$ cat src/design/rbb_pkg.sv
// Package of the box blur block: word types, register indexes and fixed widths.
// Depends on nothing; used by the front, back, top level and checker modules.
package rbb_pkg;

    typedef struct packed {
        logic       action;
        logic [7:0] in_blue;
        logic [7:0] in_green;
        logic [7:0] in_red;
    } t_in;

    typedef struct packed {
        logic [7:0] out_blue;
        logic [7:0] out_green;
        logic [7:0] out_red;
        logic       frame_last;
    } t_out;

    localparam logic [1:0] REG_FRAME_WIDTH   = 2'd0;
    localparam logic [1:0] REG_FRAME_HEIGHT  = 2'd1;
    localparam logic [1:0] REG_KERNEL_RADIUS = 2'd2;

    localparam int CFG_DATA_W = 13;
    localparam int ROW_W      = 13;
    localparam int RAD_W      = 3;
    localparam int SUM_W      = 16;
    localparam int CNT_W      = 8;
    localparam int PIX_W      = 24;

endpackage

$ cat src/design/rbb_back.sv
// Back part of the box blur: walks the clipped window in the line store,
// sums the three channels and divides by the window size. Uses rbb_pkg.
module rbb_back import rbb_pkg::*; #(
    parameter int MAX_WIDTH  = 1024,
    parameter int MAX_RADIUS = 7,
    parameter int AW         = 14,
    parameter int CW         = 10,
    parameter int WW         = 11,
    parameter int JW         = 38
) (
    input  logic             i_clk,
    input  logic             i_rst_n,
    input  logic [JW-1:0]    i_job,
    input  logic             i_job_empty,
    output logic             o_job_rd,
    input  logic [WW-1:0]    i_cur_w,
    input  logic [ROW_W-1:0] i_cur_h,
    input  logic [RAD_W-1:0] i_cur_r,
    output logic             o_mem_re,
    output logic [AW-1:0]    o_mem_raddr,
    input  logic [PIX_W-1:0] i_mem_rdata,
    output logic             o_out_wr,
    output t_out             o_out,
    input  logic             i_out_full,
    output logic             o_busy
);

    localparam int RING = (2 * MAX_RADIUS + 2) * MAX_WIDTH;

    localparam logic [2:0] S_IDLE  = 3'd0;
    localparam logic [2:0] S_BND   = 3'd1;
    localparam logic [2:0] S_MUL   = 3'd2;
    localparam logic [2:0] S_BASE  = 3'd3;
    localparam logic [2:0] S_RD    = 3'd4;
    localparam logic [2:0] S_FLUSH = 3'd5;
    localparam logic [2:0] S_DIV   = 3'd6;
    localparam logic [2:0] S_OUT   = 3'd7;

    logic [2:0]             r_state;
    logic [ROW_W-1:0]       r_row;
    logic [CW-1:0]          r_col;
    logic [AW-1:0]          r_ptr, r_off, r_addr, r_rbase;
    logic                   r_last;
    logic [3:0]             r_nrows, r_ncols, r_x, r_y, r_step;
    logic [RAD_W-1:0]       r_dr, r_dc;
    logic [CNT_W-1:0]       r_cnt;
    logic [2:0][SUM_W-1:0]  r_sum;
    logic [2:0][CNT_W-1:0]  r_rem;
    logic                   r_rd_vld;

    logic [ROW_W:0]   row_x, row_lo, row_hi, r_x14;
    logic [CW:0]      col_x, col_lo, col_hi, c_x;
    logic [AW-1:0]    start;

    function automatic logic [AW-1:0] add_wrap(input logic [AW-1:0] a, input logic [31:0] b);
        logic [31:0] s;
        s = 32'(a) + b;
        add_wrap = (s >= RING) ? AW'(s - RING) : AW'(s);
    endfunction

    // Clip the window against the frame edges.
    always_comb begin
        row_x  = {1'b0, r_row};
        r_x14  = (ROW_W+1)'(i_cur_r);
        row_lo = (row_x >= r_x14) ? row_x - r_x14 : '0;
        row_hi = (row_x + r_x14 < {1'b0, i_cur_h}) ? row_x + r_x14
                                                   : {1'b0, i_cur_h} - (ROW_W+1)'(1);
        col_x  = {1'b0, r_col};
        c_x    = (CW+1)'(i_cur_r);
        col_lo = (col_x >= c_x) ? col_x - c_x : '0;
        col_hi = (32'(col_x) + 32'(c_x) < 32'(i_cur_w)) ? col_x + c_x
                                                        : (CW+1)'(32'(i_cur_w) - 1);
        start  = (r_ptr >= r_off) ? r_ptr - r_off : AW'(32'(r_ptr) + RING - 32'(r_off));
    end

    // A job still waiting in the queue counts as work in progress, since it
    // reads the frame geometry of the current frame.
    assign o_busy      = (r_state != S_IDLE) || !i_job_empty;
    assign o_job_rd    = (r_state == S_IDLE) && !i_job_empty;
    assign o_mem_re    = (r_state == S_RD);
    assign o_mem_raddr = r_addr;
    assign o_out_wr    = (r_state == S_OUT) && !i_out_full;
    assign o_out       = '{out_blue: r_sum[0][7:0], out_green: r_sum[1][7:0],
                           out_red: r_sum[2][7:0], frame_last: r_last};

    always_ff @(posedge i_clk) begin
        if (!i_rst_n) begin
            r_state  <= S_IDLE;
            r_rd_vld <= 1'b0;
        end else begin
            r_rd_vld <= (r_state == S_RD);
            unique case (r_state)
                S_IDLE: begin
                    if (!i_job_empty) begin
                        r_state <= S_BND;
                    end
                end
                S_BND:   r_state <= S_MUL;
                S_MUL:   r_state <= S_BASE;
                S_BASE:  r_state <= S_RD;
                S_RD: begin
                    if (r_x == r_ncols - 4'd1 && r_y == r_nrows - 4'd1) begin
                        r_state <= S_FLUSH;
                    end
                end
                S_FLUSH: r_state <= S_DIV;
                S_DIV: begin
                    if (r_step == 4'd15) begin
                        r_state <= S_OUT;
                    end
                end
                S_OUT: begin
                    if (!i_out_full) begin
                        r_state <= S_IDLE;
                    end
                end
                default: r_state <= S_IDLE;
            endcase
        end
    end

    always_ff @(posedge i_clk) begin
        logic [CNT_W:0] t;
        if (o_job_rd) begin
            {r_last, r_ptr, r_col, r_row} <= i_job;
        end
        if (r_state == S_BND) begin
            r_dr    <= RAD_W'(row_x - row_lo);
            r_dc    <= RAD_W'(col_x - col_lo);
            r_nrows <= 4'(row_hi - row_lo + (ROW_W+1)'(1));
            r_ncols <= 4'(col_hi - col_lo + (CW+1)'(1));
        end
        if (r_state == S_MUL) begin
            r_off <= AW'(32'(r_dr) * 32'(i_cur_w) + 32'(r_dc));
        end
        if (r_state == S_BASE) begin
            r_addr  <= start;
            r_rbase <= start;
            r_x     <= '0;
            r_y     <= '0;
            r_cnt   <= CNT_W'(r_nrows) * CNT_W'(r_ncols);
            r_sum   <= '0;
        end
        if (r_state == S_RD) begin
            if (r_x == r_ncols - 4'd1) begin
                r_x     <= '0;
                r_y     <= r_y + 4'd1;
                r_rbase <= add_wrap(r_rbase, 32'(i_cur_w));
                r_addr  <= add_wrap(r_rbase, 32'(i_cur_w));
            end else begin
                r_x    <= r_x + 4'd1;
                r_addr <= add_wrap(r_addr, 32'd1);
            end
        end
        if (r_rd_vld) begin
            for (int c = 0; c < 3; c++) begin
                r_sum[c] <= r_sum[c] + SUM_W'(i_mem_rdata[8*c +: 8]);
            end
        end
        if (r_state == S_FLUSH) begin
            r_step <= '0;
            r_rem  <= '0;
        end
        // Restoring division, one quotient bit per cycle; the sum register
        // shifts the dividend out and the quotient in.
        if (r_state == S_DIV) begin
            r_step <= r_step + 4'd1;
            for (int c = 0; c < 3; c++) begin
                t = {r_rem[c], r_sum[c][SUM_W-1]};
                if (t >= {1'b0, r_cnt}) begin
                    r_rem[c] <= CNT_W'(t - {1'b0, r_cnt});
                    r_sum[c] <= {r_sum[c][SUM_W-2:0], 1'b1};
                end else begin
                    r_rem[c] <= t[CNT_W-1:0];
                    r_sum[c] <= {r_sum[c][SUM_W-2:0], 1'b0};
                end
            end
        end
    end

endmodule

$ cat config.mk
export PLATFORM = sky130hd
export DESIGN_NAME = rbb_back
export DESIGN_NICKNAME = d
export VERILOG_FILES = /design/src/design/rbb_pkg.sv /design/src/design/rbb_back.sv
export SDC_FILE = /design/constraint.sdc
export NUM_CORES = 1
export LEC_CHECK = 0
export BUFFER_PORTS_ARGS = -buffer_cell sky130_fd_sc_hd__buf_2
export CELL_PAD_IN_SITES_DETAIL_PLACEMENT = 1
export CELL_PAD_IN_SITES_GLOBAL_PLACEMENT = 1
export CORE_MARGIN = 4
export CORE_UTILIZATION = 45
export CTS_CLUSTER_SIZE = 28
export DETAILED_ROUTE_END_ITERATION = 6
export PLACE_DENSITY_LB_ADDON = 0.1
export SYNTH_ARGS = -nofsm -noshare
export SYNTH_HDL_FRONTEND = slang
export SYNTH_SLANG_ARGS = --single-unit
$ cat constraint.sdc
create_clock -name i_clk -period 5.2 [get_ports i_clk]
set_input_delay 0.26 -clock i_clk [delete_from_list [all_inputs] [get_ports i_clk]]
set_output_delay 0.26 -clock i_clk [all_outputs]
set_load 0.05 [all_outputs]
==> metrics.cfg <==
[outcome]
status=complete, no violations

[routing]
vias=11395
remaining_drc_errors=0
first_pass_iters=5
met1_length_um=16130
viasPerCell=5.502
drt_wl_total_um=36890
drt_iter0_markers=539
met3WireLength_um=821
wl_per_cell_um=17.81
met2_length_um=19280
drtAntennaViolNets=0
top_layer_used=met4

[synth]
yosys_warnings=0
ys_seq_area_share_pct=37.68
synth_nets=1802
synthArstFlopShare_pct=0
synthCells=1518
synth-edff-count=168
syn_area_per_cell_um2=9.590
synthesis.area_mm2=0.01456
synth-seq-cells=190
synth_ff_type=edfxtp_1
synthDistinctLibCells=67

[cts]
postCtsSetupBuffers=0
clock_path_buffers=2
cts.sinks=190
cts_root_buf=clkbuf_16
cts_tree=built
cts-buffers-inserted=17
cts_max_level=4
path_clk_slew_ns=0.07
clkLatencyLatePin_ns=0.45

[power_and_ir_drop]
p_leak_nw=7.150
finalPower_w=0.005909
powerDensity_mw_per_mm2=359.1
peakVddDrop_v=0.0002473

[timing]
drv_slew=0
min_period_ns=4.819
fin_crit_sh_pct=92.66
slew_headroom_pct=14.77
timing.fmax_mhz=207.5
setup-tns-final_ns=0
rsz0062_at_grt=no
worst_slew_pin_slew_ns=1.274
final-hold-violation-count=0
setup_viol=0
fin_skew_ns=0.008679

[finish]
fin_nets=1940
instances_no_fill=2071
multiInputGateArea_mm2=0.008253
regArea_mm2=0.005485
fill_cells=3603
layout_commonest_cell=nand2_1
layout_common_cells=170 x nand2_1, 168 x edfxtp_1, 160 x ha_1
layout-drive-gt1-share_pct=12.28
syn_to_final_growth_pct=13.05
diodes=0
postLayoutCellArea_mm2=0.01646

[placed_design]
numPortBuffers=135
gp_congestion=0.8452
dp_hpwl_um=28020
place_area_mm2=0.01551
place_inst=2001

[die]
rows=65
dieArea_mm2=0.03529
initial_utilization_pct=45.90
core_area_mm2=0.03172
die_h_um=187.9
io_pins=136
die_w_um=187.9

[setup_path]
required_ns=5.40
reg2reg_from=r_row[0]$_DFFE_PP_
critPathCapture=r_nrows[3]$_DFFE_PP_
end_kind=flop
crit_arrival_ns=5.02
ff2ff_setup_slack_ns=0.38
start_kind=flop
path_max_fanout=5
r2r-end=r_nrows[3]$_DFFE_PP_
worstSetupPathType=flop to flop
crit_path_start=r_row[0]$_DFFE_PP_
r2r_cells=20

[global_routing]
grt_pass1_vias=12265
grt-ovfl-total=0
grt_max_degree=43
antenna_found_initial=0
grt_pass1_wl_um=60890
grt_usage_pct=20.93

[min_path]
hold_path.class=input port to flop

[run]
cap_viol_max_count=0

==> how the worst min path moves through the flow <==
stage	start	endpoint	slack (ns)	cells after the start
final	i_rst_n	r_rd_vld$_SDFF_PN0_	0.09	2
after global routing	i_rst_n	r_state[0]$_SDFFE_PN0P_	0.08	2
after CTS	i_job[0]	r_row[0]$_DFFE_PP_	0.002	1
after detailed placement	i_job[9]	r_row[9]$_DFFE_PP_	0.44	1
after global placement	r_rbase[4]$_DFF_P_	r_rbase[4]$_DFF_P_	0.43	2
after floorplan	i_job[13]	r_col[0]$_DFFE_PP_	0.36	0
==> routing by layer <==
layer  vias up  global-route usage, %
li1       5619                      -
met1      5597                  25.23
met2       137                  39.09
met3        42                  2.792
met4         0                  5.759
met5         -                      0
==> flip-flops by register name (all words and copies together) (netlist names), 4 cells and up <==
name	cells
o_mem_raddr	14
o_out	24
r_cnt	8
r_col	10
r_ncols	4
r_nrows	4
r_off	14
r_ptr	14
r_rbase	14
r_rem	24
r_row	13
r_step	4
r_sum	24
r_x	4
r_y	4
==> cell usage after synthesis (all sizes together), types with 11 or more instances <==
cell	n	share of area [%]
nand2b	18	0.77
xor2	56	3.4
and2	19	0.82
a21oi	71	2.5
nand2	170	4.4
clkbuf	31	0.80
xnor2	85	5.1
fa	31	4.3
o31ai	34	1.9
nor2b	13	0.61
o21ai	104	3.6
nand4	13	0.56
inv	135	3.5
o21bai	11	0.57
mux2i	14	0.96
nor2	86	2.2
ha	160	14
and3	14	0.60
edfxtp	168	35
nand3	66	2.3
a21o	24	1.2
nor3	26	0.89
dfxtp	22	3.0
or2	11	0.47
buf	34	1.6
==> worst max-delay path: stages, from the launching register on <==
cell and delay (ns):
edfxtp_1 0.40, ha_1 0.19, inv_1 0.06, fa_1 0.40, nor2_1 0.13, o21ai_1 0.14
nor2_2 0.19, nand3_1 0.12, xnor2_1 0.14, ha_1 0.30, nor2b_1 0.14, o41ai_1 0.32
and4b_2 0.36, mux2_1 0.34, ha_1 0.27, inv_1 0.04, ha_1 0.20, fa_1 0.38
xor2_1 0.18, xnor2_1 0.19, xnor2_1 0.10
==> timing repair <==
action | CTS | global route
endpoints found under the hold margin | 37 | 1
hold buffers | 37 | 1
resized for setup | 0 | 3
setup endpoints to repair | 0 | 1
==> layout make-up <==
cell class              count  area share [%]
well taps                 402           3.056
multi-input cells        1127           50.15
inverters                 136           3.102
clock inverters            12          0.6691
repair buffers            184           6.919
flip-flops and latches    190           33.33
clock buffers              20           2.775
==> cells by family after synthesis <==
group           share of synthesized area (%)
compound gates                          13.95
xor+xnor                                8.483
fa+ha+maj                               18.01
buf+inv                                 5.870
flops                                   37.68
mux                                     1.117
simple gates                            14.89
==> metrics by stage <==
stage                     worst slack, ns  hold WS, ns  utilization, %
after floorplan                    0.7153       0.3589               -
after global placement             0.3601       0.4337           48.89
after detailed placement           0.1629       0.4384           48.89
after CTS                          0.2084     0.001597           51.84
after global routing              0.03658      0.07893           51.89
final                              0.3815      0.09437           51.89
==> power by group <==
part | total [W] | internal (W) | leakage (nW) | switching, W
clock network | 0.00131 | 0.000690 | 0.271 | 0.000624
registers | 0.00219 | 0.00199 | 1.73 | 0.000200
logic | 0.00241 | 0.00101 | 5.15 | 0.00140
total | 0.00591 | 0.00369 | 7.15 | 0.00222
No activity file was read; power rests on OpenSTA's default activity.
