--- config.mk ---
export PLATFORM = sky130hd
export DESIGN_NAME = rbb_front
export DESIGN_NICKNAME = d
export VERILOG_FILES = /design/src/design/rbb_pkg.sv /design/src/design/rbb_front.sv
export SDC_FILE = /design/constraint.sdc
export NUM_CORES = 1
export LEC_CHECK = 0
export BUFFER_PORTS_ARGS = -buffer_cell sky130_fd_sc_hd__buf_2
export CAP_MARGIN = 20
export CORE_MARGIN = 2
export CORE_UTILIZATION = 45
export CTS_CLUSTER_SIZE = 24
export DETAILED_ROUTE_END_ITERATION = 8
export HOLD_SLACK_MARGIN = 0.03
export SLEW_MARGIN = 30
export SYNTH_ARGS = -nofsm -noshare
export SYNTH_HDL_FRONTEND = slang
export SYNTH_SLANG_ARGS = --single-unit
--- constraint.sdc ---
create_clock -name i_clk -period 11.1 [get_ports i_clk]
set_input_delay 3.33 -clock i_clk [delete_from_list [all_inputs] [get_ports i_clk]]
set_output_delay 3.33 -clock i_clk [all_outputs]
set_load 0.1 [all_outputs]
--- src/design/rbb_pkg.sv ---
// Package of the box blur block: word types, register indexes and fixed widths.
// Depends on nothing; used by the front, back, top level and checker modules.
package rbb_pkg;

    typedef struct packed {
        logic       action;
        logic [7:0] in_blue;
        logic [7:0] in_green;
        logic [7:0] in_red;
    } t_in;

    typedef struct packed {
        logic [7:0] out_blue;
        logic [7:0] out_green;
        logic [7:0] out_red;
        logic       frame_last;
    } t_out;

    localparam logic [1:0] REG_FRAME_WIDTH   = 2'd0;
    localparam logic [1:0] REG_FRAME_HEIGHT  = 2'd1;
    localparam logic [1:0] REG_KERNEL_RADIUS = 2'd2;

    localparam int CFG_DATA_W = 13;
    localparam int ROW_W      = 13;
    localparam int RAD_W      = 3;
    localparam int SUM_W      = 16;
    localparam int CNT_W      = 8;
    localparam int PIX_W      = 24;

endpackage

--- src/design/rbb_front.sv ---
// Front part of the box blur: configuration registers, input positions, line
// store writes and the decision which output pixel is due. Uses rbb_pkg.
module rbb_front import rbb_pkg::*; #(
    parameter int MAX_WIDTH  = 1024,
    parameter int MAX_RADIUS = 7,
    parameter int AW         = 14,
    parameter int CW         = 10,
    parameter int WW         = 11,
    parameter int JW         = 38
) (
    input  logic                  i_clk,
    input  logic                  i_rst_n,
    input  logic                  i_push,
    input  t_in                   i_in,
    output logic                  o_full,
    input  logic                  i_cfg_we,
    input  logic [1:0]            i_cfg_idx,
    input  logic [CFG_DATA_W-1:0] i_cfg_wdata,
    output logic                  o_mem_we,
    output logic [AW-1:0]         o_mem_waddr,
    output logic [PIX_W-1:0]      o_mem_wdata,
    output logic                  o_job_wr,
    output logic [JW-1:0]         o_job,
    input  logic                  i_job_full,
    input  logic                  i_back_busy,
    output logic [WW-1:0]         o_cur_w,
    output logic [ROW_W-1:0]      o_cur_h,
    output logic [RAD_W-1:0]      o_cur_r
);

    localparam int RING = (2 * MAX_RADIUS + 2) * MAX_WIDTH;
    localparam int LW   = $clog2(MAX_RADIUS * MAX_WIDTH + MAX_RADIUS + 2);

    logic [10:0]      r_cfg_w;
    logic [12:0]      r_cfg_h;
    logic [2:0]       r_cfg_r;
    logic             r_active;
    logic [WW-1:0]    r_cw;
    logic [ROW_W-1:0] r_ch;
    logic [RAD_W-1:0] r_cr;
    logic [LW-1:0]    r_lag;
    logic [ROW_W:0]   r_in_row;
    logic [CW-1:0]    r_in_col;
    logic [AW-1:0]    r_in_ptr;
    logic [ROW_W-1:0] r_out_row;
    logic [CW-1:0]    r_out_col;
    logic [AW-1:0]    r_out_ptr;
    logic [LW-1:0]    r_dist;

    logic [WW-1:0]    w_cl, eff_w;
    logic [ROW_W-1:0] h_cl, eff_h;
    logic [RAD_W-1:0] r_cl;
    logic [LW-1:0]    lag_cl, eff_lag, dist_inc;
    logic             accept, in_frame, skip, emit, last, in_col_end, out_col_end;

    function automatic logic [AW-1:0] ptr_inc(input logic [AW-1:0] p);
        ptr_inc = (32'(p) == RING - 1) ? '0 : AW'(32'(p) + 1);
    endfunction

    // Clamp the programmed values to what the hardware supports.
    always_comb begin
        if (r_cfg_w == '0) begin
            w_cl = WW'(1);
        end else if (32'(r_cfg_w) > MAX_WIDTH) begin
            w_cl = WW'(MAX_WIDTH);
        end else begin
            w_cl = WW'(r_cfg_w);
        end
        h_cl   = (r_cfg_h == '0) ? ROW_W'(1) : r_cfg_h;
        r_cl   = (32'(r_cfg_r) > MAX_RADIUS) ? RAD_W'(MAX_RADIUS) : r_cfg_r;
        lag_cl = LW'(32'(r_cl) * 32'(w_cl) + 32'(r_cl));
    end

    assign eff_w   = r_active ? r_cw  : w_cl;
    assign eff_h   = r_active ? r_ch  : h_cl;
    assign eff_lag = r_active ? r_lag : lag_cl;

    assign o_full      = i_job_full || (!r_active && i_back_busy);
    assign accept      = i_push && !o_full;
    assign in_frame    = (r_in_row < {1'b0, eff_h});
    assign skip        = in_frame && i_in.action;
    assign dist_inc    = r_dist + LW'(1);
    assign emit        = !skip && (dist_inc == eff_lag + LW'(1));
    assign in_col_end  = (32'(r_in_col) == 32'(eff_w) - 1);
    assign out_col_end = (32'(r_out_col) == 32'(eff_w) - 1);
    assign last        = out_col_end && (r_out_row == eff_h - ROW_W'(1));

    assign o_mem_we    = accept && in_frame && !i_in.action;
    assign o_mem_waddr = r_in_ptr;
    assign o_mem_wdata = {i_in.in_red, i_in.in_green, i_in.in_blue};
    assign o_job_wr    = accept && emit;
    assign o_job       = {last, r_out_ptr, r_out_col, r_out_row};
    assign o_cur_w     = r_cw;
    assign o_cur_h     = r_ch;
    assign o_cur_r     = r_cr;

    always_ff @(posedge i_clk) begin
        if (!i_rst_n) begin
            r_cfg_w <= 11'd512;
            r_cfg_h <= 13'd512;
            r_cfg_r <= 3'd1;
        end else if (i_cfg_we) begin
            unique case (i_cfg_idx)
                REG_FRAME_WIDTH:   r_cfg_w <= i_cfg_wdata[10:0];
                REG_FRAME_HEIGHT:  r_cfg_h <= i_cfg_wdata[12:0];
                REG_KERNEL_RADIUS: r_cfg_r <= i_cfg_wdata[2:0];
                default: ;
            endcase
        end
    end

    always_ff @(posedge i_clk) begin
        if (!i_rst_n) begin
            r_active  <= 1'b0;
            r_cw      <= WW'(1);
            r_ch      <= ROW_W'(1);
            r_cr      <= '0;
            r_lag     <= '0;
            r_in_row  <= '0;
            r_in_col  <= '0;
            r_in_ptr  <= '0;
            r_out_row <= '0;
            r_out_col <= '0;
            r_out_ptr <= '0;
            r_dist    <= '0;
        end else if (accept) begin
            if (!r_active) begin
                r_cw     <= w_cl;
                r_ch     <= h_cl;
                r_cr     <= r_cl;
                r_lag    <= lag_cl;
                r_active <= 1'b1;
            end
            if (!skip) begin
                r_in_ptr <= ptr_inc(r_in_ptr);
                if (in_col_end) begin
                    r_in_col <= '0;
                    r_in_row <= r_in_row + (ROW_W+1)'(1);
                end else begin
                    r_in_col <= r_in_col + CW'(1);
                end
                if (!emit) begin
                    r_dist <= dist_inc;
                end else if (last) begin
                    // The frame is complete: every position starts over.
                    r_active  <= 1'b0;
                    r_in_row  <= '0;
                    r_in_col  <= '0;
                    r_in_ptr  <= '0;
                    r_out_row <= '0;
                    r_out_col <= '0;
                    r_out_ptr <= '0;
                    r_dist    <= '0;
                end else begin
                    r_out_ptr <= ptr_inc(r_out_ptr);
                    if (out_col_end) begin
                        r_out_col <= '0;
                        r_out_row <= r_out_row + ROW_W'(1);
                    end else begin
                        r_out_col <= r_out_col + CW'(1);
                    end
                end
            end
        end
    end

endmodule

==> results of run 1 <==
logic make-up after synthesis:
group | count (synthesis)
fa+ha+maj | 56
simple gates | 600
flops | 156
mux | 29
buf+inv | 125
compound gates | 279
xor+xnor | 117
worst max path at each step:
stage | start | slack (ps) | endpoint | cells after the start
final | r_cfg_w[10] | 1190 | o_job_wr | 19
after global routing | r_cfg_w[10] | 700 | o_job_wr | 19
after CTS | r_cfg_w[10] | 1230 | o_job_wr | 19
after detailed placement | r_cfg_w[10] | 1730 | o_job_wr | 19
after global placement | r_cfg_w[10] | 1850 | o_job_wr | 19
after floorplan | i_back_busy | 1900 | o_mem_we | 3
Yosys cell counts, types with 29 or more instances:
cell type | count | area share
nand3_1 | 61 | 0.028
o21ai_0 | 48 | 0.022
a21oi_1 | 37 | 0.017
and3_1 | 29 | 0.017
clkbuf_1 | 39 | 0.013
and2_1 | 49 | 0.028
dfxtp_1 | 156 | 0.28
nand2_1 | 175 | 0.060
nor2_1 | 97 | 0.033
xor2_1 | 46 | 0.037
nor3_1 | 31 | 0.014
a21boi_0 | 41 | 0.028
ha_1 | 45 | 0.051
inv_1 | 32 | 0.011
xnor2_1 | 70 | 0.056
state kept, by name (all words and copies together), names as in the netlist:
signal and count:
o_cur_h 13, o_cur_r 3, o_cur_w 11, o_mem_waddr 14, r_active 1, r_cfg_h 13, r_cfg_r 3, r_cfg_w 11
r_dist 13, r_in_col 10, r_in_row 14, r_lag 13, r_out_col 10, r_out_ptr 14, r_out_row 13
routing by layer:
layer	vias to the layer above	global-route usage
li1	4898	-
met1	4698	0.305
met2	222	0.403
met3	42	0.0299
met4	2	0.0688
met5	-	0
stage by stage:
stage               instances  cell area (um^2)  hold WS, ps  total power, uW
finish                   1734             12000          463             1370
global route             1734             12000          491             1420
CTS                      1734             12000          470             1380
detailed placement       1703             11500          460              800
global placement         1703             11500          452              798
floorplan                1362             11000          441              793
worst max-delay path, delay by kind of cell, from the launching register on:
| family | cells | cell delay, ps |
|---|---|---|
| DFF | 1 | 570 |
| xor gates and xnor gates | 1 | 580 |
| adders and majority gates | 3 | 1590 |
| and+or+nand+nor | 6 | 1430 |
| buffers and inverters | 5 | 820 |
| AOI/OAI and AO/OA | 4 | 1140 |
cells in the final DEF (no fill, tap or decap), drive strengths merged, types with 16 or more instances in the layout:
cell      n
nor3     33
ha       45
o211ai   17
inv      39
and2     49
and3     30
o21a     16
o21ai    56
nor2     97
xnor2    70
clkbuf   17
nand3b   24
mux2i    28
buf     109
nand3    61
nand4    28
dfxtp   156
xor2     46
a21oi    38
nand2   175
a21boi   41
nor2b    21
power groups by stage:
stage / Sequential, uW / Clock, uW / Combinational, uW
3_5_place_dp: 592 / 0 / 208
2_1_floorplan: 609 / 0 / 185
4_1_cts: 580 / 588 / 209
5_1_grt: 581 / 608 / 230
6_report: 580 / 579 / 210
3_3_place_gp: 592 / 0 / 206
area by class of cell:
class / instances / area [um^2] / area share
multi-input cells: 1081 / 7260 / 0.603
inverters: 33 / 124 / 0.0103
flip-flops and latches: 156 / 3120 / 0.260
clock buffers: 17 / 425 / 0.0353
clock inverters: 14 / 136 / 0.0113
well taps: 324 / 405 / 0.0337
repair buffers: 109 / 563 / 0.0468
==> flow_summary.yaml, run 1 <==
critical_path:
  cpMostUsedCell: "inv_1"
  timing.rr.end: "r_out_ptr[11]"
  crit_path_cell_trace: "nor2b_1 -> o21ai_0 -> fa_1 -> inv_1 -> fa_1 -> inv_1 -> fa_1 -> nor2b_4 -> o2111ai_1 -> a211oi_1 -> nor3_1 -> or4_1 -> a211oi_2 -> xnor3_1 -> inv_1 -> and2_1 -> nand2_1 -> inv_1 -> buf_2"
  cpPeakStageDelay_ps: 580
  critPathMaxFanout: 26
  cp.arrival_ps: 6580
  crit_path_end_kind: "output port"
  crit_path_start_kind: "register"
  r2r_cells: 18
  critPathSlowestCell: "xnor3_1"
  timing.reg2reg.setup_slack_ps: 3700
  cp.required_ps: 7770
  reg2reg_from: "r_cfg_w[10]"
  critPathKind: "reg2out"
placed_design:
  place_hpwl_mm: 21.9
  gp_congestion: 0.873
  pre_cts_slack_ps: 1730
  port_buffers: 103
die:
  coreArea_mm2: 0.0241
  initial_utilization: 0.455
  rows: 57
  die-area_mm2: 0.0257
  ios: 152
  die_y_um: 160
  dieWidth_um: 160
hold_path:
  min_from: "o_cur_r[1]"
  hold_path_end: "o_cur_r[1]"
  hold_class: "reg2reg"
  holdPathStages: 2
sta:
  slew_headroom: 0.373
  setup_viol: 0
  setup_tns_ps: 0
  final-hold-violation-count: 0
  fmax_ghz: 0.101
  setup_ws_ps: 1190
  skew_ps: 17.6
  fin_crit_sh: 0.892
  worst_pin_slew_ps: 936
  rsz0062_at_grt: "false"
  fin_crit_ps: 9910
  maxSlewViolCount: 0
clock_tree:
  cts_root_buffer: "clkbuf_16"
  cts.sinks: 156
  path_clk_slew_ps: 70
  clock_tree.buffer_depth: 2
  hold_buffers: 0
  cts_resized: 0
  post_cts_buffers: 0
  htree_levels: 4
  cts-buffers-inserted: 17
  clock_latency_ps: 430
  cts_tree: "yes"
pwr:
  p_switching_uw: 414
  p_clk_frac: 0.423
  seqPwrFrac: 0.424
  pwr-share-comb: 0.153
  internal_power_uw: 955
  p_leak_uw: 0.00487
  p_per_area_mw_per_mm2: 114
  ir_drop_uv: 72.0
  p_sw_frac: 0.302
layout:
  area_growth_pct: 9.62
  final_util: 0.499
  diodes: 0
  nFillCells: 2458
  nNetsFinal: 1500
  layout-drive-gt1-share: 0.126
synthesis:
  yosysWarnings: 0
  synth-xor-area-share: 0.0946
  netlist_area_mm2: 0.0110
  yosysUniqueCellTypes: 92
  synthArstFlopShare: 0
  synth_flop_cell: "dfxtp_1"
  synth_nets: 1464
  synthAdderAreaFrac: 0.0713
  synth-simple-area-share: 0.283
  synth-compound-area-share: 0.183
  ys_seq_area_frac: 0.284
  synthMuxAreaShare: 0.0266
  avgSynthCellArea_um2: 8.06
  ys_ff_latch: 156
  synth_edf_count: 0
  syn-instance-count: 1362
  synth_top_family_by_area: "simple AND/OR/NAND/NOR gates"
detailed_routing:
  dr_wl_met3_mm: 1.02
  top_layer: "met5"
  wl_mm: 29.8
  viasPerCell: 5.69
  wire_per_inst_um: 17.2
  dr.first_iter.drc_count: 635
  num_vias: 9862
  route.detailed.drc: 0
  drt-met1-wl_mm: 13.8
  first_pass_iters: 7
  antenna_left: 0
  wl_met2_mm: 14.5
grt:
  grt_pass1_vias: 9353
  grtUsageTotal: 0.233
  grt_start_max_net_pins: 79
  grt_pass1_wl_mm: 49.0
  antenna_found_initial: 1
  grt_remaining_overflow: 0
job:
  max_cap_violations: 0
status:
  status: "complete, no violations"
(Power assumes the default switching activity.)
==> inputs of run 2 (changes only) <==
- RECOVER_POWER: unset -> 50
- clock period: 11.1 -> 9.7 ns (I/O delays scaled with it)
==> run 2 against run 1 <==
Effect of this change: the run now ends with capacitance limit, slew limit left; sequential share of layout area grew 0.14 points; final area shrank 0.54%; combinational power grew 15%; cell count grew 0.17%; global-route usage grew 0.47 points; largest power group is now clock; highest routed layer is now met4.
==> flow_summary.yaml, run 2 (synthesized netlist as in run 1, its figures left out) <==
placed_design:
  pre_cts_slack_ps: 763
  dp.cells: 1705
  port_buffers: 103
  place_hpwl_mm: 22.3
  gp_congestion: 0.887
layout:
  final_cell_mix: "nand2_1 (175), dfxtp_1 (155), nor2_1 (95)"
  area_growth_pct: 9.03
  layout-drive-gt1-share: 0.0729
  nNetsFinal: 1502
  nFillCells: 2443
  final_util: 0.497
  instances_no_fill: 1737
  layout_commonest_cell: "nand2_1"
  diodes: 0
die:
  ios: 152
  dieWidth_um: 160
  die-area_mm2: 0.0257
  coreArea_mm2: 0.0241
  die_y_um: 160
  initial_utilization: 0.455
  rows: 57
clock_tree:
  path_clk_slew_ps: 70
  cts-buffers-inserted: 17
  cts_tree: "yes"
  cts_root_buffer: "clkbuf_16"
  htree_levels: 4
  cts.sinks: 156
  clock_latency_ps: 430
  clock_tree.buffer_depth: 2
  hold_buffers: 0
detailed_routing:
  first_pass_iters: 5
  num_vias: 9819
  antenna_left: 0
  dr.first_iter.drc_count: 626
  route.detailed.drc: 0
  viasPerCell: 5.65
  wire_per_inst_um: 17.3
  wl_mm: 30.1
sta:
  setup_tns_ps: 0
  final-hold-violation-count: 0
  slew_headroom: -1.06
  rsz0062_at_grt: "false"
  skew_ps: 12.9
  fin_crit_sh: 0.963
  maxSlewViolCount: 125
  setup_viol: 0
  fmax_ghz: 0.107
  fin_crit_ps: 9340
  setup_ws_ps: 357
  worst_pin_slew_ps: 3100
job:
  max_cap_violations: 2
pwr:
  p_leak_uw: 0.00454
  ir_drop_uv: 91.7
  total_power_uw: 1580
  p_per_area_mw_per_mm2: 132
grt:
  grt_pass1_vias: 9471
  grtUsageTotal: 0.238
  grt_start_max_net_pins: 79
  grt_remaining_overflow: 0
  antenna_found_initial: 0
  grt_pass1_wl_mm: 49.6
critical_path:
  crit_path_start: "r_cfg_w[5]"
  cp.required_ps: 6790
  critPathMaxFanout: 11
  cp.arrival_ps: 6430
  crit_path_end_kind: "output port"
  critPathKind: "reg2out"
  reg2reg_from: "r_cfg_w[5]"
  crit_path_start_kind: "register"
hold_path:
  min_from: "o_cur_r[0]"
  hold_class: "reg2reg"
status:
  status: "complete, but fails checks"
  violations: "capacitance limit, slew limit"
run 2: timing repair:
action / in CTS / in global routing
setup endpoints to repair: 0 / 1
setup buffers: 0 / 0
gates resized for setup: 0 / 3
run 2: where the power goes:
group	internal, uW	leakage, uW	switching, uW
combinational	84.5	0.00300	157
sequential	650	0.00126	12.8
clock	367	0.000278	305
total	1100	0.00454	475
run 2: layer usage:
layer,wire [um],track usage
met3,978,0.0379
met1,14200,0.310
met4,714,0.0799
met5,0,0
met2,14200,0.402
run 2: final timing paths:
kind                   endpoint  slack [ps]  cells past startpoint
setup reg to reg  r_out_ptr[11]        2400                     19
setup / recovery       o_job_wr         360                     20
hold / removal       o_cur_r[0]         470                      2
hold reg to reg      o_cur_r[0]         470                      2
run 2: cell type report:
| class | count | area [um^2] | share of cell area |
|---|---|---|---|
| Timing Repair Buffer | 111 | 473 | 0.0395 |
| Tap cell | 324 | 405 | 0.0339 |
| Clock buffer | 19 | 443 | 0.0370 |
| Sequential cell | 156 | 3120 | 0.261 |
| Clock inverter | 13 | 134 | 0.0112 |
| Inverter | 33 | 124 | 0.0103 |
| Multi-Input combinational cell | 1081 | 7270 | 0.607 |
run 2: per-stage QoR:
stage | hold WS [ps] | cell area [um^2]
4_1_cts | 470 | 12100
6_report | 472 | 12000
2_1_floorplan | 441 | 11000
5_1_grt | 519 | 12000
3_5_place_dp | 459 | 11500
3_3_place_gp | 451 | 11500
run 2: worst max-delay path, stage by stage, from the launching register on:
cell and delay [ps]:
dfxtp_1 380, nor4_2 360, and3_1 240, o21ai_0 150, fa_1 590, inv_1 60
fa_1 550, inv_1 70, fa_1 480, nor2b_4 170, o2111ai_1 250, a211oi_1 350
nor3_1 120, or4_1 430, a211oi_2 300, xnor3_2 540, inv_1 200, and2_1 180
nand2_1 60, inv_1 80, buf_2 420
