### config.mk
export PLATFORM = sky130hd
export DESIGN_NAME = rbb_fifo
export DESIGN_NICKNAME = d
export VERILOG_FILES = /design/src/design/rbb_fifo.sv
export SDC_FILE = /design/constraint.sdc
export NUM_CORES = 1
export LEC_CHECK = 0
export BUFFER_PORTS_ARGS = -buffer_cell sky130_fd_sc_hd__buf_4
export CAP_MARGIN = 30
export CELL_PAD_IN_SITES_DETAIL_PLACEMENT = 0
export CELL_PAD_IN_SITES_GLOBAL_PLACEMENT = 1
export CORE_ASPECT_RATIO = 1.5
export CORE_MARGIN = 2
export CORE_UTILIZATION = 38
export CTS_BUF_LIST = sky130_fd_sc_hd__clkbuf_4
export DETAILED_ROUTE_END_ITERATION = 10
export PLACE_DENSITY = 0.85
export RECOVER_POWER = 50
export SETUP_SLACK_MARGIN = 0.5
export SYNTH_ARGS = -nofsm -noshare
export SYNTH_HDL_FRONTEND = slang
export SYNTH_SLANG_ARGS = --single-unit
### constraint.sdc
create_clock -name i_clk -period 1.5 [get_ports i_clk]
set_input_delay 0.15 -clock i_clk [delete_from_list [all_inputs] [get_ports i_clk]]
set_output_delay 0.15 -clock i_clk [all_outputs]
set_load 0.01 [all_outputs]
### src/design/rbb_fifo.sv
// Short first-in first-out queue used between the parts of the box blur block.
// Depends on nothing.
module rbb_fifo #(
    parameter int WIDTH = 8,
    parameter int DEPTH = 2
) (
    input  logic             i_clk,
    input  logic             i_rst_n,
    input  logic             i_wr,
    input  logic [WIDTH-1:0] i_wdata,
    input  logic             i_rd,
    output logic [WIDTH-1:0] o_rdata,
    output logic             o_full,
    output logic             o_empty
);

    localparam int PW = (DEPTH > 1) ? $clog2(DEPTH) : 1;
    localparam int CW = $clog2(DEPTH + 1);

    logic [WIDTH-1:0] r_q [DEPTH];
    logic [PW-1:0]    r_wp, r_rp;
    logic [CW-1:0]    r_cnt;
    logic             do_wr, do_rd;

    assign o_full  = (r_cnt == CW'(DEPTH));
    assign o_empty = (r_cnt == '0);
    assign do_wr   = i_wr && !o_full;
    assign do_rd   = i_rd && !o_empty;
    assign o_rdata = r_q[r_rp];

    function automatic logic [PW-1:0] inc_ptr(input logic [PW-1:0] p);
        inc_ptr = (32'(p) == DEPTH - 1) ? '0 : PW'(32'(p) + 1);
    endfunction

    always_ff @(posedge i_clk) begin
        if (do_wr) begin
            r_q[r_wp] <= i_wdata;
        end
    end

    always_ff @(posedge i_clk) begin
        if (!i_rst_n) begin
            r_wp  <= '0;
            r_rp  <= '0;
            r_cnt <= '0;
        end else begin
            if (do_wr) begin
                r_wp <= inc_ptr(r_wp);
            end
            if (do_rd) begin
                r_rp <= inc_ptr(r_rp);
            end
            if (do_wr && !do_rd) begin
                r_cnt <= r_cnt + CW'(1);
            end else if (do_rd && !do_wr) begin
                r_cnt <= r_cnt - CW'(1);
            end
        end
    end

endmodule

==> results of run 1 <==
metal layers:
metal,routed length (um),global-route usage [%],part of all wire (%),vias up
met4,19,5.530,1.2,0
li1,-,-,-,248
met1,588,14.34,38,254
met3,66,2.083,4.2,2
met2,889,26.12,57,19
met5,0,0,0,-
timing repair:
item	in CTS	in global routing
cloned	0	0
setup buffers	6	2
pin swaps	4	1
endpoints found under the setup margin	30	31
hold buffers	0	0
resized for setup	25	4
cell type report:
type	instances	area share (%)
Clock inverter	1	0.4154
Timing Repair Buffer	30	22.43
Inverter	2	0.8307
Multi-Input combinational cell	26	23.47
Sequential cell	21	48.70
Tap cell	22	2.285
Clock buffer	3	1.869
power by group:
group	total [mW]	switching (mW)	leakage (nW)	internal [mW]
combinational	0.910	0.331	0.275	0.578
clock	0.267	0.167	0.0177	0.0995
sequential	0.857	0.103	0.192	0.754
state kept, by name (all words and copies together), names as in the netlist, named ones only:
| signal | flops |
|---|---|
| r_cnt | 2 |
| r_q | 16 |
| r_rp | 1 |
| r_wp | 1 |
placed cells by master, fill, tap and decap left out:
master	Yosys	layout
clkbuf_4	0	9
xor2_1	1	1
ha_4	0	1
dfxtp_4	0	1
a21boi_1	1	1
o21ai_2	0	1
o21a_1	1	1
o21ai_0	1	1
edfxtp_1	16	16
nor2_1	2	1
nor3_2	1	1
clkbuf_1	0	2
and3_4	0	1
a21boi_0	1	1
dfxtp_2	0	2
inv_4	0	1
clkinv_2	0	1
mux2_4	0	8
buf_4	0	8
or3_1	1	1
buf_6	0	14
dfxtp_1	5	2
xnor2_1	2	2
and2_1	3	3
nand2b_4	0	1
nor2_4	0	1
inv_1	1	1
worst max-delay path: cells and delay by family (launching register included):
family / cells / cell delay (ns)
simple gates: 2 / 0.32
buf+inv: 4 / 0.46
flops: 1 / 0.38
per-stage QoR:
| step | total power [mW] | setup slack (ns) |
|---|---|---|
| 2_1_floorplan | 1.213 | 0.1221 |
| 3_3_place_gp | 1.431 | 0.07842 |
| 3_5_place_dp | 1.454 | 0.004317 |
| 4_1_cts | 1.971 | 0.07439 |
| 5_1_grt | 2.152 | 0.01496 |
| 6_report | 2.033 | 0.06502 |
cells by family after synthesis:
family	Yosys count	share of synthesized area, %
adders and majority gates	1	1.545
and+or+nand+nor	9	6.803
AOI/OAI and AO/OA	5	4.018
muxes	8	11.13
buffers and inverters	3	1.544
xor gates and xnor gates	3	3.246
DFF	21	71.72
worst paths after layout:
path	end	cells after the start	slack (ns)	start
max reg2reg	r_q[0][2]$_DFFE_PP_	6	0.07	r_cnt[0]$_SDFFE_PN0P_
min	r_q[1][1]$_DFFE_PP_	1	0.05	i_wdata[1]
max	r_q[0][2]$_DFFE_PP_	6	0.07	r_cnt[0]$_SDFFE_PN0P_
min reg2reg	r_cnt[1]$_SDFFE_PN0P_	2	0.55	r_cnt[1]$_SDFFE_PN0P_
==> metrics.md, run 1 <==
| Metric | Value |
|---|---|
| First-pass GRT wire length | `2477 um` |
| Initial antenna violation count | `0` |
| Most frequent cells after synthesis | `16 x edfxtp_1, 8 x mux2_2, 5 x dfxtp_1, 3 x and2_1` |
| Avg Cell Area, Syn | `16.19 um^2` |
| Maximum vdd ir drop | `1019 uV` |
| Die H | `60.53 um` |
| Syn Inst Count | `50` |
| Hpwl dp | `1018 um` |
| Cell variety after synth | `20` |
| WP data arrival | `1.46 ns` |
| Outcome | `completed` |
| Final Cycle Share | `95.67%` |
| Pins Over Slew Limit | `0` |
| Largest net degree at the start of global routing | `13` |
| Vias in the first global route | `540` |
| Slew headroom | `81.83%` |
| Vias/cell | `4.981` |
| GRT Util Overall | `13.40%` |
| Crit-path cells | `nand2b_4 > inv_4 > buf_4 > buf_6 > nor3_2 > buf_6` |
| Global route overflow | `0` |
| Placed cells | `93` |
| Worst-margin pin slew | `0.2725 ns` |
| Cell area after layout | `1205 um^2` |
| Area leader, netlist | `edfxtp_1` |
| Via Count | `523` |
| Area delta synth->final | `48.84%` |
| Maxcap violations | `0` |
| Post-synth EDFFs | `16` |
| Unrepaired setup endpoints after global routing | `yes` |
| Clk_skew | `0.006071 ns` |
| Ports | `22` |
| Number of synthesized register bits | `21` |
| Layout cells sized above 1 | `60.24%` |
| Crit path top cell by count | `buf_6` |
| Hold crit path type | `primary input to register` |
| Synth top area share | `59.35%` |
| WL final | `1564 um` |
| Register area share after synthesis | `71.72%` |
| Num Clock Sinks | `21` |
| Max stage delay on crit path | `0.38 ns` |
| PwrDens | `1687 nW/um^2` |
| Critical Path Slowest Stage Cell | `dfxtp_4` |
| Drt pass-1 iters | `4` |
| Post-DRT Antenna Nets | `0` |
| Die width | `41.69 um` |
| Final setup fails | `0` |
| Port Buffers | `21` |
| Die area | `2523 um^2` |
| Area of the multi-input gates | `282.8 um^2` |
| GPL Wtd Cong | `0.6560` |
| Final Non-Filler Cells | `105` |
| Ys Warns | `0` |
| Ranking of synthesized cells by area | `edfxtp_1 59%, dfxtp_1 12%, mux2_2 11%` |
| Crit. End Element | `register` |
| Syn_nets | `63` |
| Final core utilization | `59.44%` |
| Core area | `2027 um^2` |
| Fill cell count | `166` |
| Max clock buf depth | `2` |
| Setup TNS | `0 ns` |
| H-tree depth | `1` |
| Antenna diodes | `0` |
| Placed Area | `1025 um^2` |
| Synth Cell Area | `809.5 um^2` |
| Fin crit period | `1.435 ns` |
| Fmax | `0.6969 GHz` |
| Row count | `20` |
| Fraction of registers with async set/reset | `0%` |
| Routed len/inst | `14.90 um` |
| Area occupied by registers | `586.8 um^2` |
| DRC | `0` |
| Count leader, synth | `edfxtp_1` |
| Ys flop type | `edfxtp_1` |
| Crit path required time | `1.53 ns` |
| Clk slew on worst S/H paths | `0.12 ns` |
| CP Class | `register to register` |
| Clk root buf | `clkbuf_4` |
| DR iter-0 viols | `21` |
| Hold WS | `0.05027 ns` |
| TritonCTS buffer count | `3` |
| Leakage | `0.4853 nW` |
| CTS tree | `built` |
| Latest clock arrival within the worst-skew pair | `0.30 ns` |
| Nets | `97` |
| Hold Violations, Final | `0` |
| CP Launch Type | `register` |
| Starting Density | `39.94%` |
| Critical-path maximum fanout | `8` |
Note: power is estimated with default switching activity, not from simulation.
==> run 2, diff against run 1 <==
--- a/config.mk
+++ b/config.mk
@@ -13,7 +13,10 @@
 export CORE_MARGIN = 2
 export CORE_UTILIZATION = 38
 export CTS_BUF_LIST = sky130_fd_sc_hd__clkbuf_4
+export CTS_CLUSTER_SIZE = 16
 export DETAILED_ROUTE_END_ITERATION = 10
+export GPL_TIMING_DRIVEN = 0
+export HOLD_SLACK_MARGIN = 0.15
 export PLACE_DENSITY = 0.85
 export RECOVER_POWER = 50
 export SETUP_SLACK_MARGIN = 0.5
==> run 2 against run 1 <==
  * Sequential power decreased by 5.4%
  * Count of clock-buffer cells in the layout increased by 1
  * Combinational power increased by 5.7%
  * Clock skew decreased by 0.0043 ns
  * Sequential share of layout area decreased by 4.1 points
==> metrics.md, run 2 (synthesis results as in run 1) <==
| Metric | Value |
|---|---|
| WP data arrival | `1.64 ns (+0.18 ns)` |
| Final Cycle Share | `94.63% (-1.0 points)` |
| DR iter-0 viols | `6 (-71%)` |
| Die area | `2523 um^2 (unchanged)` |
| Starting Density | `39.94% (unchanged)` |
| Critical-path maximum fanout | `3 (-5)` |
| WL final | `1489 um (-4.8%)` |
| Max reg flops | `16 (unchanged)` |
| Unrepaired setup endpoints after global routing | `yes` |
| Outcome | `completed` |
| CP Class | `register to register` |
| Met2 Routed Length | `885 um (-0.45%)` |
| Hold depth | `3 (+2)` |
| Port Buffers | `21 (unchanged)` |
| R2r endpoint | `r_cnt[1]$_SDFFE_PN0P_` |
| Area delta synth->final | `61.36%` |
| Fmax | `0.7045 GHz (+1.1%)` |
| Post-DRT Antenna Nets | `0 (unchanged)` |
| Latest clock arrival within the worst-skew pair | `0.29 ns (about the same)` |
| Max clock buf depth | `2 (unchanged)` |
| Hold endpoint | `r_wp$_SDFFE_PN0N_` |
| Crit path required time | `1.72 ns (+0.19 ns)` |
| TritonCTS buffer count | `3 (unchanged)` |
| Row count | `20 (unchanged)` |
| Vias/cell | `4.746 (-4.7%)` |
| Pins Over Slew Limit | `0 (unchanged)` |
| Routed len/inst | `13.06 um (-12%)` |
| Placed Area | `1022 um^2 (-0.24%)` |
| H-tree depth | `1 (unchanged)` |
| CP Launch Type | `register` |
| Leakage | `0.5297 nW (+9.2%)` |
| Antenna diodes | `0 (unchanged)` |
| Final Non-Filler Cells | `114 (+8.6%)` |
| Commonest non-fill, non-tap cells in the layout | `16 x edfxtp_1, 12 x clkbuf_4, 11 x buf_6` |
| Ports | `22 (unchanged)` |
| Top Layer Used | `met4` |
| Largest Register | `r_q` |
| Crit. End Element | `register` |
| Fin crit period | `1.419 ns (-0.01553 ns)` |
| Clk_skew | `0.001797 ns (-0.004273 ns)` |
| Hold Crit Start | `i_wr` |
| Setup TNS | `0 ns (unchanged)` |
| Most common cell after layout, fill and taps aside | `edfxtp_1` |
| GRT Util Overall | `12.83% (-0.57 points)` |
| Hold WS | `0.2341 ns (+0.1838 ns)` |
| PwrDens | `1565 nW/um^2 (-7.2%)` |
| Drt pass-1 iters | `2 (-2)` |
| Placed cells | `93 (unchanged)` |
| Vias in the first global route | `577 (+6.9%)` |
| Cell area after layout | `1306 um^2 (+8.4%)` |
| Largest net degree at the start of global routing | `12 (-1)` |
| Global route overflow | `0 (unchanged)` |
| Worst-margin pin slew | `0.3118 ns (+0.03931 ns)` |
| Num Clock Sinks | `21 (unchanged)` |
| Slew headroom | `79.10% (-2.7 points)` |
| Fill cell count | `157 (-5.4%)` |
| Core area | `2027 um^2 (unchanged)` |
| Die width | `41.69 um (unchanged)` |
| Clk root buf | `clkbuf_4` |
| Hold Violations, Final | `0 (unchanged)` |
| Largest regs | `r_q (16), r_cnt (2)` |
| Tot Pwr | `2.045 mW (+0.60%)` |
| DRC | `0 (unchanged)` |
| Reg2Reg Depth | `6 (unchanged)` |
| Clk slew on worst S/H paths | `0.11 ns (about the same)` |
| Layout cells sized above 1 | `54.35% (-5.9 points)` |
| R2r setup slk | `0.08 ns (+0.02 ns)` |
| R2R Path Start | `r_cnt[0]$_SDFFE_PN0P_` |
| Die H | `60.53 um (unchanged)` |
| GPL Wtd Cong | `0.6219 (-5.2%)` |
| CTS tree | `built` |
| Nets | `106 (+9.3%)` |
| Hold crit path type | `primary input to register` |
| Final setup fails | `0 (unchanged)` |
| Maximum vdd ir drop | `883.9 uV (-13%)` |
| Initial antenna violation count | `0 (unchanged)` |
| Met1 wire length | `536 um (-8.8%)` |
| Via Count | `541 (+3.4%)` |
| Maxcap violations | `0 (unchanged)` |
| Routed wire length on met3 | `61 um (-7.6%)` |
| First-pass GRT wire length | `2435 um (-1.7%)` |
==> run 2: changes by cell type in the layout (fill, tap and decap cells not counted) <==
| cell | previous run | this run |
|---|---|---|
| buf_8 | 0 | 1 |
| dfxtp_1 | 2 | 3 |
| clkinv_2 | 1 | 0 |
| clkbuf_4 | 9 | 12 |
| dlygate4sd3_1 | 0 | 9 |
| dfxtp_4 | 1 | 0 |
| buf_12 | 0 | 1 |
| buf_6 | 14 | 11 |
| clkbuf_1 | 2 | 1 |
==> run 2: through the flow <==
stage / util (%) / setup WS (ns)
5_1_grt: 64.44 / 0.03211
6_report: 64.44 / 0.08055
3_5_place_dp: 50.43 / 0.004763
2_1_floorplan: - / 0.1221
3_3_place_gp: 50.43 / 0.01221
4_1_cts: 64.57 / 0.07365
==> run 2: final cells by class <==
cell class	instances	area, um^2	share of cell area, %
buffer	1	15.01	1.149
inverter	2	10.01	0.7663
sequential	21	583.1	44.64
timing repair buffer	38	357.8	27.39
clock buffer	4	30.03	2.299
multi-input combinational	26	282.8	21.65
tap	22	27.53	2.107
==> run 2: power by group <==
| group | internal [mW] | leakage [nW] | switching (mW) |
|---|---|---|---|
| Clock | 0.121 | 0.0184 | 0.150 |
| Sequential | 0.748 | 0.191 | 0.0637 |
| Combinational | 0.600 | 0.320 | 0.362 |
==> run 2: layer usage <==
layer,GRT usage [%],vias up
li1,-,267
met1,12.40,257
met2,27.23,15
met3,1.786,2
met4,4.147,0
met5,0,-
==> run 2: how the worst max path moves through the flow <==
stage	from	end	slack (ns)	cells past startpoint
2_1_floorplan	r_cnt[0]$_SDFFE_PN0P_	r_cnt[1]$_SDFFE_PN0P_	0.12	7
3_3_place_gp	r_cnt[0]$_SDFFE_PN0P_	r_q[0][2]$_DFFE_PP_	0.01	3
3_5_place_dp	r_cnt[1]$_SDFFE_PN0P_	r_cnt[1]$_SDFFE_PN0P_	0.005	5
4_1_cts	r_cnt[0]$_SDFFE_PN0P_	r_cnt[1]$_SDFFE_PN0P_	0.07	7
5_1_grt	r_cnt[0]$_SDFFE_PN0P_	r_cnt[1]$_SDFFE_PN0P_	0.03	6
6_report	r_cnt[0]$_SDFFE_PN0P_	r_cnt[1]$_SDFFE_PN0P_	0.08	6
==> run 2: repair_timing <==
| action | CTS | global route |
|---|---|---|
| endpoints found under the hold margin | 21 | 0 |
| hold buffers | 9 | 0 |
| pin swaps | 5 | 3 |
| gates resized for setup | 28 | 1 |
| setup endpoints to repair | 31 | 29 |
| buffers inserted | 7 | 1 |
==> run 2: worst max-delay path, stage by stage, from the launching register on <==
cell and delay [ns]:
dfxtp_1 0.39, nand2b_4 0.16, inv_4 0.04, nor2_4 0.08
ha_4 0.21, or3_1 0.35, a21boi_1 0.12
==> run 3, diff against run 2 <==
--- a/config.mk
+++ b/config.mk
@@ -10,7 +10,6 @@
 export CELL_PAD_IN_SITES_DETAIL_PLACEMENT = 0
 export CELL_PAD_IN_SITES_GLOBAL_PLACEMENT = 1
 export CORE_ASPECT_RATIO = 1.5
-export CORE_MARGIN = 2
 export CORE_UTILIZATION = 38
 export CTS_BUF_LIST = sky130_fd_sc_hd__clkbuf_4
 export CTS_CLUSTER_SIZE = 16
==> run 3 against run 2 <==
  * Power grew 6.1%
  * Combinational power is 12% higher
  * Final area rose by 3.4%
  * Clock power is 4% lower
  * Worst hold slack worse by 0.018 ns
  * Maximum frequency decreased by 5.1%
  * Largest cell class unchanged
==> metrics.md, run 3 (synthesis results as in run 1) <==
| Metric | Value |
|---|---|
| H-tree depth | `1 (unchanged)` |
| Met2 Routed Length | `923 um (+4.3%)` |
| Die H | `58.53 um (-3.3%)` |
| Pins Over Slew Limit | `0 (unchanged)` |
| Maximum vdd ir drop | `995.4 uV (+13%)` |
| Maxcap violations | `0 (unchanged)` |
| Final Cycle Share | `99.76% (+5.1 points)` |
| Vias in the first global route | `567 (-1.7%)` |
| Largest Register | `r_q` |
| Setup WS post-layout | `0.003650 ns (-0.07690 ns)` |
| Clk slew on worst S/H paths | `0.11 ns (about the same)` |
| Crit path required time | `1.73 ns (about the same)` |
| WL final | `1611 um (+8.2%)` |
| Largest net degree at the start of global routing | `13 (+1)` |
| Top Layer Used | `met4` |
| Crit-path cells | `nand2b_4 > inv_4 > nor2_4 > ha_4 > xor2_4 > or3_4 > a21boi_2` |
| GRT Util Overall | `16.21% (+3.4 points)` |
| Hold WS | `0.2162 ns (-0.01789 ns)` |
| Placed cells | `93 (unchanged)` |
| Fill cell count | `166 (+5.7%)` |
| Pre-CTS WS | `0.02567 ns (+0.02090 ns)` |
| Area delta synth->final | `66.77%` |
| Max reg flops | `16 (unchanged)` |
| Critical Path Slowest Stage Cell | `dfxtp_4` |
| WP data arrival | `1.73 ns (+0.09 ns)` |
| Initial antenna violation count | `0 (unchanged)` |
| Global route overflow | `0 (unchanged)` |
| Cell area after layout | `1350 um^2 (+3.4%)` |
| Most common cell after layout, fill and taps aside | `edfxtp_1` |
| Largest regs | `r_q (16), r_cnt (2)` |
| Via Count | `557 (+3.0%)` |
| Placed Area | `1022 um^2 (unchanged)` |
| Vias/cell | `4.843 (+2.1%)` |
| Hpwl dp | `918.7 um` |
| Fmax | `0.6683 GHz (-5.1%)` |
| Final Non-Filler Cells | `115 (+0.88%)` |
| Nets | `107 (+0.94%)` |
| Port Buffers | `21 (unchanged)` |
| Slew headroom | `83.85% (+4.7 points)` |
| Die width | `39.69 um (-4.8%)` |
| Latest clock arrival within the worst-skew pair | `0.30 ns (about the same)` |
| Leakage | `0.5400 nW (+1.9%)` |
| Unrepaired setup endpoints after global routing | `yes` |
| GPL Wtd Cong | `0.5953 (-4.3%)` |
| Post-DRT Antenna Nets | `0 (unchanged)` |
| Final setup fails | `0 (unchanged)` |
| TritonCTS buffer count | `3 (unchanged)` |
| Outcome | `completed` |
| Clk_skew | `0.006479 ns (+0.004682 ns)` |
| Routed len/inst | `14.01 um (+7.3%)` |
| Starting Density | `39.94% (unchanged)` |
| Met1 wire length | `596 um (+11%)` |
| Commonest non-fill, non-tap cells in the layout | `16 x edfxtp_1, 14 x buf_6, 10 x clkbuf_4` |
| DR iter-0 viols | `6 (unchanged)` |
| Worst-margin pin slew | `0.2398 ns (-0.07207 ns)` |
| Setup TNS | `0 ns (unchanged)` |
| Clk root buf | `clkbuf_4` |
| Routed wire length on met3 | `68 um (+11%)` |
| Fin crit period | `1.496 ns (+0.07690 ns)` |
| Tot Pwr | `2.170 mW (+6.1%)` |
| Crit. End Element | `register` |
| Max clock buf depth | `2 (unchanged)` |
| Hold Violations, Final | `0 (unchanged)` |
| Core area | `2027 um^2 (unchanged)` |
| Layout cells sized above 1 | `60.22% (+5.9 points)` |
| First-pass GRT wire length | `2477 um (+1.7%)` |
| CP Class | `register to register` |
| Row count | `20 (unchanged)` |
| CTS tree | `built` |
| Drt pass-1 iters | `2 (unchanged)` |
| Ports | `22 (unchanged)` |
| Critical-path maximum fanout | `3 (unchanged)` |
| CP Launch Type | `register` |
| Max stage delay on crit path | `0.37 ns (-0.02 ns)` |
| Antenna diodes | `0 (unchanged)` |
| Hold crit path type | `primary input to register` |
| Final core utilization | `66.60% (+2.2 points)` |
| PwrDens | `1607 nW/um^2 (+2.7%)` |
| Num Clock Sinks | `21 (unchanged)` |
| Die area | `2323 um^2 (-7.9%)` |
| DRC | `0 (unchanged)` |
## run 3: changes by cell type in the layout (fill, tap and decap cells not counted), sizes merged
cell | previous run | this run
buf | 21 | 23
clkbuf | 13 | 11
clkinv | 0 | 1
## run 3: power by group
part           internal [mW]  total, mW  switching, mW  leakage, nW
sequential             0.754      0.827         0.0737        0.192
clock                 0.0992      0.260          0.161       0.0177
combinational          0.667       1.08          0.416        0.330
## run 3: timing repair
item | CTS | global route
pin swaps | 6 | 3
buffers inserted | 8 | 1
gates resized for setup | 29 | 8
endpoints found under the setup margin | 31 | 31
hold endpoints to repair | 21 | 0
hold buffers | 9 | 0
## run 3: per-layer routing
layer,GRT usage (%),vias up
li1,-,269
met1,15.42,266
met2,30.91,18
met3,2.642,4
met4,7.389,0
met5,0,-
## run 3: critical path: cells and delay by family (launching register included)
family          cells  cell delay (ns)
compound gates      1             0.12
xor+xnor            1             0.15
fa+ha+maj           1             0.17
buf+inv             1             0.07
flops               1             0.37
simple gates        3             0.55
## run 3: cell type report
type	count	area (um^2)	share of cell area, %
Timing Repair Buffer	39	364.1	26.97
Inverter	2	10.01	0.7414
Buffer	1	15.01	1.112
Multi-Input combinational cell	26	319.1	23.63
Sequential cell	21	586.8	43.47
Clock buffer	3	22.52	1.668
Clock inverter	1	5.005	0.3707
Tap cell	22	27.53	2.039
## run 3: final timing paths
kind / cells after the start / slack, ns / start / end
setup / recovery: 7 / 0.004 / r_cnt[0]$_SDFFE_PN0P_ / r_cnt[1]$_SDFFE_PN0P_
hold reg to reg: 2 / 0.59 / r_cnt[1]$_SDFFE_PN0P_ / r_cnt[1]$_SDFFE_PN0P_
hold / removal: 3 / 0.22 / i_wr / r_wp$_SDFFE_PN0N_
setup reg to reg: 7 / 0.004 / r_cnt[0]$_SDFFE_PN0P_ / r_cnt[1]$_SDFFE_PN0P_
